[src/rtl/assert_macros.svh]
// Assertion macros used by the top-level RTL file to check its own behavior.
`ifndef ASSERT_MACROS_SVH
`define ASSERT_MACROS_SVH

// Check a property on every rising clock edge outside reset.
`define ASSERT_ALWAYS(label, clk, rst, prop, msg) \
   label: assert property (@(posedge clk) disable iff (rst) (prop)) else $error(msg);

// Check that the consequent holds in the same cycle as the antecedent.
`define ASSERT_IMPLY(label, clk, rst, ante, cons, msg) \
   label: assert property (@(posedge clk) disable iff (rst) (ante) |-> (cons)) else $error(msg);

`endif

[src/rtl/rrp_pkg.sv]
// Shared types, limits and codes of the RESP request parser.
`timescale 1ns / 1ps
package rrp_pkg;

   localparam int unsigned MaxArgs    = 256;
   localparam int unsigned MaxBulkLen = 1048576;

   localparam int unsigned AccW  = 21;
   localparam int unsigned ArgsW = $clog2(MaxArgs + 1);
   localparam int unsigned PosW  = 24;

   localparam int unsigned FifoDepth = 4;
   localparam int unsigned FifoAw    = $clog2(FifoDepth);

   localparam logic [AccW-1:0] ArgsLimit = AccW'(MaxArgs);
   localparam logic [AccW-1:0] BulkLimit = AccW'(MaxBulkLen);

   localparam logic [7:0] ChStar   = 8'h2A;
   localparam logic [7:0] ChDollar = 8'h24;
   localparam logic [7:0] ChMinus  = 8'h2D;
   localparam logic [7:0] ChCr     = 8'h0D;
   localparam logic [7:0] ChLf     = 8'h0A;
   localparam logic [7:0] ChZero   = 8'h30;
   localparam logic [7:0] ChNine   = 8'h39;

   // Result event codes
   localparam logic [1:0] EvFraming  = 2'd0;
   localparam logic [1:0] EvPayload  = 2'd1;
   localparam logic [1:0] EvComplete = 2'd2;
   localparam logic [1:0] EvError    = 2'd3;

   // Error kinds
   localparam logic [2:0] ErrNone      = 3'd0;
   localparam logic [2:0] ErrNoArray   = 3'd1;
   localparam logic [2:0] ErrCount     = 3'd2;
   localparam logic [2:0] ErrNoBulk    = 3'd3;
   localparam logic [2:0] ErrLength    = 3'd4;
   localparam logic [2:0] ErrTruncated = 3'd5;

   typedef struct packed {
      logic [7:0] data_byte;
      logic       buffer_end;
   } req_type;

   typedef struct packed {
      logic [1:0]      event_res;
      logic [7:0]      payload_byte;
      logic [7:0]      arg_number;
      logic            arg_first;
      logic            arg_last;
      logic [AccW-1:0] arg_size;
      logic [2:0]      error_kind;
      logic [PosW-1:0] bytes_consumed;
   } rsp_type;

   // Byte with its character class, decoded in the front stage
   typedef struct packed {
      logic [7:0] data_byte;
      logic       buffer_end;
      logic       is_digit;
      logic [3:0] digit;
      logic       is_star;
      logic       is_dollar;
      logic       is_minus;
      logic       is_cr;
      logic       is_lf;
   } class_type;

   typedef struct packed {
      logic full;
      logic valid;
   } fifo_stat_type;

endpackage

[src/rtl/rrp_front.sv]
// Front stage: accept request beats and decode their character class.
`timescale 1ns / 1ps
module rrp_front (
   input  logic                  clock,
   input  logic                  reset,
   input  logic                  req_valid,
   output logic                  req_stall,
   input  rrp_pkg::req_type      req_data,
   input  rrp_pkg::fifo_stat_type fifo_stat,
   output logic                  item_valid,
   output rrp_pkg::class_type    item_data
);
   import rrp_pkg::*;

   logic      front_valid_ff, front_valid_in;
   class_type front_item_ff, front_item_in;

   // Hold the stage while the queue is full
   assign req_stall = front_valid_ff & fifo_stat.full;

   always_comb begin
      front_valid_in = front_valid_ff;
      if (!req_stall) begin
         front_valid_in = req_valid;
      end

      front_item_in            = '0;
      front_item_in.data_byte  = req_data.data_byte;
      front_item_in.buffer_end = req_data.buffer_end;
      front_item_in.is_digit   = req_data.data_byte inside {[ChZero:ChNine]};
      front_item_in.digit      = 4'(req_data.data_byte - ChZero);
      front_item_in.is_star    = req_data.data_byte == ChStar;
      front_item_in.is_dollar  = req_data.data_byte == ChDollar;
      front_item_in.is_minus   = req_data.data_byte == ChMinus;
      front_item_in.is_cr      = req_data.data_byte == ChCr;
      front_item_in.is_lf      = req_data.data_byte == ChLf;
   end

   always_ff @(posedge clock) begin
      if (reset) begin
         front_valid_ff <= 1'b0;
      end else begin
         front_valid_ff <= front_valid_in;
      end
      if (req_valid && !req_stall) begin
         front_item_ff <= front_item_in;
      end
   end

   assign item_valid = front_valid_ff;
   assign item_data  = front_item_ff;

endmodule

[src/rtl/rrp_fifo.sv]
// Short queue of classified bytes between the front and back stages.
`timescale 1ns / 1ps
module rrp_fifo (
   input  logic                   clock,
   input  logic                   reset,
   input  logic                   push_valid,
   input  rrp_pkg::class_type     push_data,
   input  logic                   pop,
   output rrp_pkg::fifo_stat_type fifo_stat,
   output rrp_pkg::class_type     head_data
);
   import rrp_pkg::*;

   class_type          entry_ff [FifoDepth];
   logic [FifoAw-1:0]  wr_ptr_ff, wr_ptr_in;
   logic [FifoAw-1:0]  rd_ptr_ff, rd_ptr_in;
   logic [FifoAw:0]    count_ff, count_in;
   logic               push;
   logic               pop_ok;

   assign fifo_stat.full  = count_ff == (FifoAw + 1)'(FifoDepth);
   assign fifo_stat.valid = count_ff != '0;
   assign push            = push_valid & ~fifo_stat.full;
   assign pop_ok          = pop & fifo_stat.valid;
   assign head_data       = entry_ff[rd_ptr_ff];

   always_comb begin
      wr_ptr_in = wr_ptr_ff;
      rd_ptr_in = rd_ptr_ff;
      count_in  = count_ff;
      if (push) begin
         wr_ptr_in = (wr_ptr_ff == FifoAw'(FifoDepth - 1)) ? '0 : wr_ptr_ff + 1'b1;
      end
      if (pop_ok) begin
         rd_ptr_in = (rd_ptr_ff == FifoAw'(FifoDepth - 1)) ? '0 : rd_ptr_ff + 1'b1;
      end
      if (push && !pop_ok) begin
         count_in = count_ff + 1'b1;
      end else if (pop_ok && !push) begin
         count_in = count_ff - 1'b1;
      end
   end

   always_ff @(posedge clock) begin
      if (reset) begin
         wr_ptr_ff <= '0;
         rd_ptr_ff <= '0;
         count_ff  <= '0;
      end else begin
         wr_ptr_ff <= wr_ptr_in;
         rd_ptr_ff <= rd_ptr_in;
         count_ff  <= count_in;
      end
      if (push) begin
         entry_ff[wr_ptr_ff] <= push_data;
      end
   end

endmodule

[src/rtl/rrp_back.sv]
// Back stage: RESP parse state machine and the registered result beat.
`timescale 1ns / 1ps
module rrp_back (
   input  logic               clock,
   input  logic               reset,
   input  logic               item_valid,
   input  rrp_pkg::class_type item_data,
   output logic               pop,
   output logic               rsp_valid,
   input  logic               rsp_stall,
   output rrp_pkg::rsp_type   rsp_data
);
   import rrp_pkg::*;

   typedef enum logic [11:0] {
      PhStar    = 12'b0000_0000_0001,
      PhCntSign = 12'b0000_0000_0010,
      PhCntDig  = 12'b0000_0000_0100,
      PhCntLf   = 12'b0000_0000_1000,
      PhDollar  = 12'b0000_0001_0000,
      PhLenSign = 12'b0000_0010_0000,
      PhLenDig  = 12'b0000_0100_0000,
      PhLenLf   = 12'b0000_1000_0000,
      PhPayload = 12'b0001_0000_0000,
      PhTerm1   = 12'b0010_0000_0000,
      PhTerm2   = 12'b0100_0000_0000,
      PhDrain   = 12'b1000_0000_0000
   } phase_type;

   phase_type        phase_ff, phase_in;
   logic [AccW-1:0]  acc_ff, acc_in;
   logic             minus_ff, minus_in;
   logic [ArgsW-1:0] args_ff, args_in;
   logic [AccW-1:0]  left_ff, left_in;
   logic [7:0]       cur_ff, cur_in;
   logic [PosW-1:0]  pos_ff, pos_in;
   logic             rsp_valid_ff;
   rsp_type          rsp_data_ff, rsp_in;

   logic             out_free;
   logic [AccW+3:0]  acc_x10;
   logic [AccW-1:0]  acc_dig;
   logic [PosW-1:0]  pos_inc;
   logic             neg_bad;
   logic [ArgsW-1:0] args_dec;

   assign out_free = ~rsp_valid_ff | ~rsp_stall;
   assign pop      = item_valid & out_free;

   // Multiply by ten as two shifts, add the digit, then saturate
   assign acc_x10 = ({4'b0, acc_ff} << 3) + ({4'b0, acc_ff} << 1) + (AccW + 4)'(item_data.digit);
   assign acc_dig = (acc_x10[AccW+3:AccW] != '0) ? '1 : acc_x10[AccW-1:0];
   assign pos_inc = (pos_ff != '1) ? pos_ff + 1'b1 : pos_ff;
   assign neg_bad = minus_ff & (acc_ff != '0);
   assign args_dec = (args_ff != '0) ? args_ff - 1'b1 : '0;

   always_comb begin
      logic       err_hit;
      logic [2:0] err_code;
      logic [AccW-1:0] len_val;

      err_hit  = 1'b0;
      err_code = ErrNone;
      len_val  = '0;
      phase_in = phase_ff;
      acc_in   = acc_ff;
      minus_in = minus_ff;
      args_in  = args_ff;
      left_in  = left_ff;
      cur_in   = cur_ff;
      pos_in   = pos_inc;
      rsp_in   = '0;

      case (phase_ff)
         PhStar: begin
            if (!item_data.is_star) begin
               err_hit  = 1'b1;
               err_code = ErrNoArray;
            end else if (item_data.buffer_end) begin
               err_hit  = 1'b1;
               err_code = ErrCount;
            end else begin
               acc_in   = '0;
               minus_in = 1'b0;
               phase_in = PhCntSign;
            end
         end
         PhCntSign, PhCntDig: begin
            if (phase_ff == PhCntSign && item_data.is_minus) begin
               minus_in = 1'b1;
               phase_in = PhCntDig;
            end else begin
               phase_in = PhCntDig;
               if (item_data.is_digit) begin
                  acc_in = acc_dig;
               end else if (item_data.is_cr) begin
                  phase_in = PhCntLf;
               end else begin
                  err_hit  = 1'b1;
                  err_code = ErrCount;
               end
            end
            if (item_data.buffer_end) begin
               err_hit  = 1'b1;
               err_code = ErrCount;
            end
         end
         PhCntLf: begin
            if (!item_data.is_lf || neg_bad || acc_ff > ArgsLimit) begin
               err_hit  = 1'b1;
               err_code = ErrCount;
            end else begin
               args_in = minus_ff ? '0 : acc_ff[ArgsW-1:0];
               cur_in  = '0;
               if (minus_ff || acc_ff == '0) begin
                  rsp_in.event_res      = EvComplete;
                  rsp_in.bytes_consumed = pos_inc;
                  pos_in   = '0;
                  phase_in = PhStar;
               end else if (item_data.buffer_end) begin
                  err_hit  = 1'b1;
                  err_code = ErrNoBulk;
               end else begin
                  phase_in = PhDollar;
               end
            end
         end
         PhDollar: begin
            if (!item_data.is_dollar) begin
               err_hit  = 1'b1;
               err_code = ErrNoBulk;
            end else if (item_data.buffer_end) begin
               err_hit  = 1'b1;
               err_code = ErrLength;
            end else begin
               acc_in   = '0;
               minus_in = 1'b0;
               phase_in = PhLenSign;
            end
         end
         PhLenSign, PhLenDig: begin
            if (phase_ff == PhLenSign && item_data.is_minus) begin
               minus_in = 1'b1;
               phase_in = PhLenDig;
            end else begin
               phase_in = PhLenDig;
               if (item_data.is_digit) begin
                  acc_in = acc_dig;
               end else if (item_data.is_cr) begin
                  phase_in = PhLenLf;
               end else begin
                  err_hit  = 1'b1;
                  err_code = ErrLength;
               end
            end
            if (item_data.buffer_end) begin
               err_hit  = 1'b1;
               err_code = ErrLength;
            end
         end
         PhLenLf: begin
            if (!item_data.is_lf || neg_bad || acc_ff > BulkLimit) begin
               err_hit  = 1'b1;
               err_code = ErrLength;
            end else begin
               len_val = minus_ff ? '0 : acc_ff;
               acc_in  = len_val;
               left_in = len_val;
               if (item_data.buffer_end) begin
                  err_hit  = 1'b1;
                  err_code = ErrTruncated;
               end else begin
                  phase_in = (len_val != '0) ? PhPayload : PhTerm1;
               end
            end
         end
         PhPayload: begin
            if (item_data.buffer_end) begin
               err_hit  = 1'b1;
               err_code = ErrTruncated;
            end else begin
               rsp_in.event_res    = EvPayload;
               rsp_in.payload_byte = item_data.data_byte;
               rsp_in.arg_number   = cur_ff;
               rsp_in.arg_first    = left_ff == acc_ff;
               rsp_in.arg_last     = left_ff == AccW'(1);
               rsp_in.arg_size     = acc_ff;
               left_in = left_ff - 1'b1;
               if (left_ff == AccW'(1)) begin
                  phase_in = PhTerm1;
               end
            end
         end
         PhTerm1: begin
            if (item_data.buffer_end) begin
               err_hit  = 1'b1;
               err_code = ErrTruncated;
            end else begin
               phase_in = PhTerm2;
            end
         end
         PhTerm2: begin
            args_in = args_dec;
            cur_in  = cur_ff + 1'b1;
            if (args_dec == '0) begin
               rsp_in.event_res      = EvComplete;
               rsp_in.bytes_consumed = pos_inc;
               pos_in   = '0;
               phase_in = PhStar;
            end else if (item_data.buffer_end) begin
               err_hit  = 1'b1;
               err_code = ErrNoBulk;
            end else begin
               phase_in = PhDollar;
            end
         end
         PhDrain: begin
            // Drop bytes up to the buffer end without counting them
            pos_in = pos_ff;
            if (item_data.buffer_end) begin
               phase_in = PhStar;
            end
         end
         default: begin
            phase_in = PhStar;
            acc_in   = '0;
            minus_in = 1'b0;
            args_in  = '0;
            left_in  = '0;
            cur_in   = '0;
            pos_in   = '0;
         end
      endcase

      if (err_hit) begin
         rsp_in            = '0;
         rsp_in.event_res  = EvError;
         rsp_in.error_kind = err_code;
         phase_in = item_data.buffer_end ? PhStar : PhDrain;
         pos_in   = '0;
      end
   end

   always_ff @(posedge clock) begin
      if (reset) begin
         phase_ff     <= PhStar;
         acc_ff       <= '0;
         minus_ff     <= 1'b0;
         args_ff      <= '0;
         left_ff      <= '0;
         cur_ff       <= '0;
         pos_ff       <= '0;
         rsp_valid_ff <= 1'b0;
      end else begin
         if (pop) begin
            phase_ff     <= phase_in;
            acc_ff       <= acc_in;
            minus_ff     <= minus_in;
            args_ff      <= args_in;
            left_ff      <= left_in;
            cur_ff       <= cur_in;
            pos_ff       <= pos_in;
            rsp_valid_ff <= 1'b1;
         end else if (!rsp_stall) begin
            rsp_valid_ff <= 1'b0;
         end
      end
      if (pop) begin
         rsp_data_ff <= rsp_in;
      end
   end

   assign rsp_valid = rsp_valid_ff;
   assign rsp_data  = rsp_data_ff;

endmodule

[src/rtl/resp_request_parser.sv]
// Top level of the RESP array-of-bulk-strings request parser.
// Path: a byte is registered in the front stage, the queue, then the result beat.
// Throughput: one byte per cycle while no stall holds it; the back-stage parse
// step is the only recurrence, a combinational step with a shift-add multiply by ten.
// Reset: synchronous, active high; clears the queue, the parse state
// (back to expecting the array mark) and the result valid.
`timescale 1ns / 1ps
`include "assert_macros.svh"
module resp_request_parser (
   input  logic             clock,
   input  logic             reset,
   input  logic             req_valid,
   output logic             req_stall,
   input  rrp_pkg::req_type req_data,
   output logic             rsp_valid,
   input  logic             rsp_stall,
   output rrp_pkg::rsp_type rsp_data
);
   import rrp_pkg::*;

   // Front stage to queue: one classified byte per beat
   logic          front_valid;
   class_type     front_item;
   fifo_stat_type fifo_stat;

   // Queue head to back stage
   class_type     head_item;
   logic          back_pop;

   // Decode the character class of each byte and register it. The front
   // stage stalls only while the queue is full, so a stalled result beat
   // still lets bytes fill the queue before backpressure reaches the request side.
   rrp_front u_front (
      .clock      (clock),
      .reset      (reset),
      .req_valid  (req_valid),
      .req_stall  (req_stall),
      .req_data   (req_data),
      .fifo_stat  (fifo_stat),
      .item_valid (front_valid),
      .item_data  (front_item)
   );

   // Decouple the front from the back; push and pop may occur together.
   rrp_fifo u_fifo (
      .clock      (clock),
      .reset      (reset),
      .push_valid (front_valid),
      .push_data  (front_item),
      .pop        (back_pop),
      .fifo_stat  (fifo_stat),
      .head_data  (head_item)
   );

   // Advance the parse state once per byte and register the result beat.
   // A new byte is taken whenever the result register is empty or is being
   // drained in the same cycle.
   rrp_back u_back (
      .clock      (clock),
      .reset      (reset),
      .item_valid (fifo_stat.valid),
      .item_data  (head_item),
      .pop        (back_pop),
      .rsp_valid  (rsp_valid),
      .rsp_stall  (rsp_stall),
      .rsp_data   (rsp_data)
   );

   // An error beat always names its kind
   `ASSERT_IMPLY(a_err_has_kind, clock, reset, rsp_valid && rsp_data.event_res == EvError, rsp_data.error_kind != ErrNone, "error beat without error kind")

   // Argument marks only travel with payload beats
   `ASSERT_IMPLY(a_marks_on_payload, clock, reset, rsp_valid && (rsp_data.arg_first || rsp_data.arg_last), rsp_data.event_res == EvPayload, "argument mark on a non-payload beat")

   // A completed command has consumed at least its framing bytes
   `ASSERT_IMPLY(a_complete_count, clock, reset, rsp_valid && rsp_data.event_res == EvComplete, rsp_data.bytes_consumed != '0, "command complete with zero bytes consumed")

endmodule
[config.mk]
export PLATFORM = sky130hd
export DESIGN_NAME = resp_request_parser
export DESIGN_NICKNAME = d
export VERILOG_FILES = /design/src/rtl/rrp_pkg.sv /design/src/rtl/rrp_front.sv /design/src/rtl/rrp_fifo.sv /design/src/rtl/rrp_back.sv /design/src/rtl/resp_request_parser.sv
export VERILOG_INCLUDE_DIRS = /design/src /design/src/rtl
export SDC_FILE = /design/constraint.sdc
export NUM_CORES = 1
export LEC_CHECK = 0
export ABC_AREA = 1
export BUFFER_PORTS_ARGS = -buffer_cell sky130_fd_sc_hd__buf_2
export CAP_MARGIN = 5
export CORE_MARGIN = 2
export CORE_UTILIZATION = 50
export CTS_BUF_LIST = sky130_fd_sc_hd__clkbuf_8
export DETAILED_ROUTE_END_ITERATION = 12
export PLACE_DENSITY = 0.67
export SLEW_MARGIN = 20
export SYNTH_ARGS = -nofsm -noshare
export SYNTH_HDL_FRONTEND = slang
export SYNTH_SLANG_ARGS = --single-unit
[constraint.sdc]
create_clock -name clock -period 4.9 [get_ports clock]
set_input_delay 0.245 -clock clock [delete_from_list [all_inputs] [get_ports clock]]
set_output_delay 0.245 -clock clock [all_outputs]
set_load 0.01 [all_outputs]
==> impl_metrics.tcl <==
set metrics [dict create \
    outcome "complete, no violations" \
    crit_path_max_fanout 30 \
    ctsRootBufferMaster "clkbuf_8" \
    wl_mm 43.0 \
    area_delta_synth_final_pct 11.2 \
    power.leakage_nw 7.08 \
    wire_per_inst_um 17.2 \
    antenna_found_initial 0 \
    drv_slew 0 \
    grt_remaining_overflow 0 \
    internal_power_mw 5.52 \
    cts_max_path_buffers 3 \
    remaining_drc_errors 0 \
    dieArea_sq_um 31600 \
    drtIter0Drc 1304 \
    yosysTopAreaCell "edfxtp_1" \
    tightest_slew_ps 1080 \
    cts_tree "built" \
    clk_pin_slew_ps 70 \
    hold_viol_final 0 \
    cts_setup_buffers 0 \
    start_util_pct 50.8 \
    slew-limit-headroom_pct 27.6 \
    endpoint_kind "flop" \
    gp_congestion 0.967 \
    cp_top_family "simple AND/OR/NAND/NOR gates" \
    synth_edf_count 143 \
    skew_ps 32.7 \
    netlist_instances 1999 \
    place_area_sq_um 15700 \
    synth.avg_cell_area_sq_um 7.55 \
    synth_top_area_share_pct 28.5 \
    cap_violations 0 \
    ys_warn_count 0 \
    rsz0062_at_grt "no" \
    core_sq_um 29700 \
    first_pass_iters 6 \
    cp_cell_sequence "buf_4, inv_2, nor2_1, nor2_1, o21ai_0, nand2_1, fa_1, fa_1, nand2_1, o21ai_0, nand4_1, nand3_1, o21ai_0, nor2_2, nand3_1, nand2_1, a21oi_1" \
    synth-main-ff-cell "edfxtp_1" \
    drive_above_1_share_pct 11.1 \
    async_flop_share_pct 0 \
    fmax_mhz 244 \
    critPathSlowestCell "nor2_2" \
    die_y_um 178 \
    num_rows 63 \
    ys_ff_latch 250 \
    p_sw_share_pct 46.7 \
    final_antenna_net_count 0 \
    via_per_inst 5.64 \
    grt_max_degree 71 \
    seqPwrFrac_pct 31.3 \
    track_usage_pct 27.4 \
    path_class "flop to flop" \
    clkPwrFrac_pct 20.3 \
    powerDensity_nw_per_um2 617 \
    p_comb_share_pct 48.4 \
    syn_nets 2067 \
    cts_hold_buffers 10 \
    clkLatencyLatePin_ps 580 \
    port_buffers 82 \
    synth.yosys.seq_area_share_pct 42.7 \
    antenna_cells 0 \
    post-dp-hpwl_mm 30.4 \
    p_sw_mw 4.84 \
    ys_types 57 \
    synth_most_common_cell "nand2_1" \
    grt_pass1_vias 13100 \
    ys_top_cells_by_area "edfxtp_1 (28%), dfxtp_1 (14%), nand2_1 (12%), nor2_1 (6.5%), nand3_1 (5.8%)" \
    grt_pass1_wl_mm 69.2 \
    cts_max_level 2 \
    num-nets-final 2142 \
    vdd_drop_max_uv 353 \
    synth_area_sq_um 15100 \
    cts_buffers 44 \
    worst_ep_required_time_ps 5360 \
    pin_count 83 \
    startpoint_type "flop" \
    path_buf_inv 2 \
    synth_common_cells "nand2_1 (484), nor2_1 (261), nand3_1 (174)" \
    finalInstanceArea_sq_um 16800 \
    tns_ps 0 \
    cts_sinks 250 \
    crit_arrival_ps 4550 \
    cts_resized 0 \
    vias 14100 \
    setup_viol 0 \
    fin_crit_sh_pct 83.5 \
    utilization_pct 56.4 \
    period_minus_slack_ps 4090 \
    die-width_um 178 \
    crit_path_max_incr_delay_ps 670 \
    hp-class "primary input to flop" \
]
## worst reg2reg max path, delay by kind of cell, from the launching register on
| kind | cells | cell delay, ps |
|---|---|---|
| simple gates | 9 | 1640 |
| fa+ha+maj | 2 | 880 |
| compound gates | 4 | 680 |
| buf+inv | 2 | 460 |
| flops | 1 | 330 |
## power by group through the flow
stage	combinational (mW)	clock [mW]	sequential, mW
final	5.01	2.10	3.24
after global routing	5.61	2.22	3.30
after CTS	4.97	2.13	3.24
after detailed placement	4.94	0	3.28
after global placement	4.88	0	3.27
after floorplan	3.59	0	3.32
## cells in the final DEF, fill, tap and decap left out, types with 52 or more instances in the layout
cell / count
nand2_1: 484
nor2_1: 260
inv_1: 176
nand3_1: 174
a21oi_1: 160
edfxtp_1: 143
dfxtp_1: 107
o21ai_0: 89
buf_2: 82
ha_1: 52
## sequential cells by signal, summed over array words and instances, names as in the netlist, 2 cells and up, named ones only
signal / cells
u_fifo.wr_ptr_ff: 2
u_back.acc_ff: 21
u_back.args_ff: 9
u_back.rsp_data: 68
u_back.pos_ff: 24
u_fifo.count_ff: 3
u_fifo.rd_ptr_ff: 2
u_back.left_ff: 21
u_back.cur_ff: 8
u_back.phase_ff: 12
u_fifo.entry_ff: 60
u_front.item_data: 15
## cells by family after synthesis
group | Yosys count | synth area share, %
AND/OR/NAND/NOR | 1059 | 30.9
AO/OA/AOI/OAI | 335 | 12.3
buffers and inverters | 262 | 7.19
flip-flops | 250 | 42.7
adder cells (fa/ha/maj) | 55 | 4.71
XOR/XNOR | 38 | 2.21
## final timing paths
| kind | slack [ps] | end | cells after the start | from |
|---|---|---|---|---|
| worst max-delay path | 810 | u_back.acc_ff[0] | 17 | flop |
| worst min-delay path | 90 | u_back.rsp_valid | 5 | rsp_stall |
| worst max register to register | 810 | u_back.acc_ff[0] | 17 | flop |
| worst min register to register | 460 | u_back.cur_ff[7] | 2 | u_back.cur_ff[7] |
## metal layers
| metal | vias to the layer above | part of all wire, % | global-route usage (%) |
|---|---|---|---|
| met3 | 71 | 6.6 | 3.94 |
| met2 | 528 | 46 | 44.3 |
| met1 | 6582 | 45 | 38.5 |
| li1 | 6914 | - | - |
| met4 | 0 | 2.3 | 7.31 |
| met5 | - | 0 | 0 |
## cell type report
type                       count  area [sq um]
fill                        2807         12900
sequential                   250          6440
tap                          390           488
inverter                     183           689
clock inverter                35           297
clock buffer                  47           647
multi-input combinational   1487          7580
timing repair buffer         108           631
## per-stage QoR
step                      hold slack (ps)  worst slack [ps]  std cells  total power [mW]
after floorplan                       344               844       1999              6.91
after CTS                            59.5               828       2500              10.3
after global routing                  110               302       2500              11.1
after global placement                425               576       2408              8.15
after detailed placement              424               841       2408              8.22
final                                86.8               808       2500              10.4
No activity file was read; power rests on OpenSTA's default activity.
